===== src/hdl/chgs_pkg.sv =====
package chgs_pkg;
    localparam int MaxPoints = 64;
    localparam int CoordBits = 16;
    localparam int IdxBits   = $clog2(MaxPoints);
    localparam int CntBits   = $clog2(MaxPoints + 1);
    localparam int DiffBits  = CoordBits + 1;
    localparam int ProdBits  = 2 * DiffBits;
    localparam int CrossBits = ProdBits + 1;
    localparam int DistBits  = DiffBits + 1;
    localparam int QueueDepth = 4;
    localparam int QIdxBits  = $clog2(QueueDepth);

    typedef logic signed [CoordBits-1:0] t_coord;
    typedef logic [IdxBits-1:0]          t_idx;
    typedef logic [CntBits-1:0]          t_cnt;

    // one entry of the queue between loader and hull engine
    typedef struct packed {
        t_coord x;
        t_coord y;
        logic   last;
    } t_qent;
endpackage


===== src/hdl/chgs_front.sv =====
module chgs_front
    import chgs_pkg::*;
(
    input  logic   i_clk,
    input  logic   i_rst_n,
    input  logic   i_push,
    output logic   o_full,
    input  t_coord i_point_x,
    input  t_coord i_point_y,
    input  logic   i_last_point,
    output logic   o_q_valid,
    output t_qent  o_q_data,
    input  logic   i_q_take
);
    t_qent               r_mem [QueueDepth];
    logic [QIdxBits-1:0] r_wp, r_rp;
    logic [QIdxBits:0]   r_cnt;
    logic                w_wr, w_rd;

    assign o_full    = (r_cnt == (QIdxBits+1)'(QueueDepth));
    assign o_q_valid = (r_cnt != '0);
    assign o_q_data  = r_mem[r_rp];
    assign w_wr      = i_push && !o_full;
    assign w_rd      = i_q_take && o_q_valid;

    always_ff @(posedge i_clk) begin
        if (w_wr) begin
            r_mem[r_wp] <= '{x: i_point_x, y: i_point_y, last: i_last_point};
        end
        if (!i_rst_n) begin
            r_wp <= '0;
            r_rp <= '0;
            r_cnt <= '0;
        end else begin
            if (w_wr) r_wp <= r_wp + 1'b1;
            if (w_rd) r_rp <= r_rp + 1'b1;
            r_cnt <= r_cnt + (QIdxBits+1)'(w_wr) - (QIdxBits+1)'(w_rd);
        end
    end

    a_cnt_bound: assert property (@(posedge i_clk) disable iff (!i_rst_n)
        r_cnt <= (QIdxBits+1)'(QueueDepth)) else $error("queue count over depth");
    a_no_wr_full: assert property (@(posedge i_clk) disable iff (!i_rst_n)
        o_full |=> r_cnt != '0) else $error("full queue emptied without read");
    a_rd_ptr: assert property (@(posedge i_clk) disable iff (!i_rst_n)
        !w_rd |=> $stable(r_rp)) else $error("read pointer moved without read");
endmodule


===== config.mk =====
export PLATFORM = sky130hd
export DESIGN_NAME = chgs_front
export DESIGN_NICKNAME = d
export VERILOG_FILES = /design/src/hdl/chgs_pkg.sv /design/src/hdl/chgs_front.sv
export SDC_FILE = /design/constraint.sdc
export NUM_CORES = 1
export LEC_CHECK = 0
export BUFFER_PORTS_ARGS = -buffer_cell sky130_fd_sc_hd__clkbuf_2
export CORE_MARGIN = 2
export CORE_UTILIZATION = 45
export DETAILED_ROUTE_END_ITERATION = 10
export GPL_ROUTABILITY_DRIVEN = 0
export GPL_TIMING_DRIVEN = 1
export SETUP_SLACK_MARGIN = 0.3
export SKIP_CTS_REPAIR_TIMING = 1
export SYNTH_ARGS = -nofsm -noshare
export SYNTH_HDL_FRONTEND = slang
export SYNTH_SLANG_ARGS = --single-unit

===== constraint.sdc =====
create_clock -name i_clk -period 2.79 [get_ports i_clk]
set_input_delay 0.1395 -clock i_clk [delete_from_list [all_inputs] [get_ports i_clk]]
set_output_delay 0.1395 -clock i_clk [all_outputs]
set_load 0.02 [all_outputs]

==> summary.md <==
| Metric | Value |
|---|---|
| # fillers | `839` |
| Total core area | `0.0115 sq mm` |
| Sum of buffers and inverters on the critical path | `4` |
| Max incr delay on CP | `0.49 ns` |
| Syn Area/Cell | `24.0 sq um` |
| Clock Latency Late Sink | `0.41 ns` |
| Layout cell share with drive strength beyond 1 | `41.0%` |
| Vias in the first global route | `2537` |
| FF-to-FF setup slack | `0.49 ns` |
| Ports | `72` |
| Drt drc | `0` |
| Mapped Nets | `265` |
| Final Hold Viols | `0` |
| CP endpoint kind | `flop` |
| TNS Setup | `0 ns` |
| Die width | `113 microns` |
| Max Used Layer | `met4` |
| Top Family by Delay on Critical Path | `adder cells` |
| Pwr per Cell Area | `943 mW/mm^2` |
| # H-tree levels | `4` |
| Worst endpoint data arrival time | `2.60 ns` |
| Average wire per standard cell | `17.5 microns` |
| CP Data Required Time | `3.10 ns` |
| TritonRoute pass-1 iters | `4` |
| Top cells by area, synth | `edfxtp_1 (75%), mux4_2 (13%), dfxtp_1 (3.4%)` |
| Reg clk slew, reported paths | `0.05 ns` |
| Fmax | `0.435 GHz` |
| Yosys cell types | `20` |
| Launching point of the worst reg2reg path | `r_cnt[1]` |
| Deepest clock path buffer count | `2` |
| Met3 WL | `440 microns` |
| Fin. max-slew vios | `0` |
| Setup Viol. Count Final | `0` |
| Clk_skew | `0.00416 ns` |
| Post-Syn Instances | `221` |
| Max FO, Critical Path | `7` |
| Largest net degree at the start of global routing | `19` |
| Min cycle time layout | `2.30 ns` |
| Synthesized area | `0.00530 sq mm` |
| CTS Buf Count | `17` |
| Met2 wire length | `4560 microns` |
| Crit share post-route | `82.4%` |
| CP Cell Sequence | `nor3b_2 -> nor2b_1 -> buf_4 -> inv_1 -> ha_1 -> inv_1 -> ha_1 -> inv_1 -> fa_1 -> xnor2_1 -> xnor2_1 -> and2_1` |
| Status | `finished, final reports clean` |
| Worst Slack Setup Final | `0.490 ns` |
| Slew margin rel. | `64.7%` |
| Worst R2R End | `r_cnt[2]` |
| Most common cell after layout, fill and taps aside | `edfxtp_1` |
| DRT Wirelength | `8740 microns` |
| Port bufs | `71` |
| Pleak | `2.40 nW` |
| Area leader, netlist | `edfxtp_1` |
| CP startpoint kind | `flop` |
| Final ANT Viol Nets | `0` |
| Worst min path class | `in2reg` |
| Setup WS pre-CTS | `0.492 ns` |
| Area Growth Syn to Fin | `28.3%` |
| Most used cell, CP | `inv_1` |
| Die Height | `113 microns` |
| Drt initial violations | `155` |
| Grt ovf | `0` |
| Finished Core Util | `59.3%` |
| Total GRT Usage | `14.8%` |
| TritonCTS sink count | `141` |
| DPL Wire Length | `5350 microns` |
| Vias per cell | `5.05` |
| Global-route wire length before repair | `13600 microns` |
| Slowest stage cell, crit path | `dfxtp_1` |
| CTS tree | `yes` |
| Most frequent cells in the layout | `edfxtp_1 (132), clkbuf_2 (71), dlygate4sd3_1 (33)` |
| Max Cap Viol | `0` |
| Fraction of the yosys area taken by sequential cells | `78.2%` |
| Clock Tree Root | `clkbuf_16` |
| Critical path class | `reg2reg` |
| Rows | `39` |
| HP Start | `i_rst_n` |
| R2R cell count | `12` |
| Post-route met1 wirelength | `3630 microns` |
| Initial antenna violation count | `0` |
| Vias | `2518` |
| Die area | `0.0127 sq mm` |
| Starting Density | `46.2%` |
| Top-area cell type share of the netlist area | `74.8%` |
| ANT cells | `0` |
| Syn. warnings | `0` |
| Nets | `387` |
| Slew of the pin with the lowest slew margin | `0.529 ns` |
| RSZ-0062 raised after global routing | `false` |
| FF+latch count, synth | `141` |
| Hold endpoint | `r_cnt[0]` |
| Maximum VDD drop | `0.508 mV` |
| Worst Hold Depth | `2` |
==> cell type report <==
cell class | count | area (sq um) | share of cell area (%)
clock inverter | 15 | 178 | 2.61
clock buffer | 17 | 425 | 6.26
timing repair buffer | 113 | 816 | 12.0
multi-input combinational | 65 | 1040 | 15.3
inverter | 5 | 18.8 | 0.276
sequential | 141 | 4150 | 61.0
tap | 143 | 179 | 2.63
==> logic make-up (layout without fill, tap and decap cells) <==
group                    count (synthesis)  after routing  share of synthesized area, %
adder cells (fa/ha/maj)                  7              7                          1.79
AND/OR/NAND/NOR                         17             17                          1.94
flip-flops                             141            141                          78.2
buffers and inverters                   15            150                          2.34
multiplexers                            35             35                          14.6
AO/OA/AOI/OAI                            2              2                         0.472
XOR/XNOR                                 4              4                         0.661
==> through the flow <==
| stage | hold WS (ns) | std cells | power (mW) | area [sq um] |
|---|---|---|---|---|
| 6_report | 0.0736 | 499 | 6.41 | 6800 |
| 5_1_grt | 0.0858 | 499 | 6.71 | 6800 |
| 4_1_cts | -0.0788 | 466 | 6.48 | 6470 |
| 3_5_place_dp | 0.362 | 434 | 4.21 | 5870 |
| 3_3_place_gp | 0.356 | 434 | 4.18 | 5870 |
| 2_1_floorplan | 0.238 | 221 | 3.78 | 5300 |
==> per-layer routing <==
metal	up-vias	track usage [%]
met2	63	23.8
met4	0	6.34
met5	-	0
met3	9	6.37
met1	1285	17.6
li1	1161	-
==> worst max-delay path by stage <==
stage	startpoint	to	slack, ns	cells after the start
after floorplan	r_cnt[2]	r_cnt[2]	0.43	12
after global placement	r_cnt[1]	r_cnt[2]	0.54	12
after detailed placement	r_cnt[1]	r_cnt[2]	0.49	12
after CTS	r_cnt[1]	r_cnt[2]	0.47	12
after global routing	r_cnt[1]	r_cnt[2]	0.32	12
final	r_cnt[1]	r_cnt[2]	0.49	12
==> power breakdown <==
group	internal (mW)	switching [mW]	leakage (nW)
clock	1.47	0.786	0.300
combinational	0.676	0.773	0.818
sequential	2.57	0.133	1.28
total	4.72	1.69	2.40
==> cells in the mapped netlist, drive strengths merged <==
master	count
xnor2	4
mux4	33
nor2b	4
clkbuf	2
o311ai	1
nand2	4
edfxtp	132
ha	6
o31a	1
nor3b	1
inv	5
dfxtp	9
and2	7
fa	1
mux2i	2
buf	8
or3	1
==> sequential cells by signal, indices dropped and copies added, names as in the netlist, named ones only <==
name	cells
r_cnt	3
r_mem	132
r_rp	2
r_wp	2
Note: power is estimated with default switching activity, not from simulation.
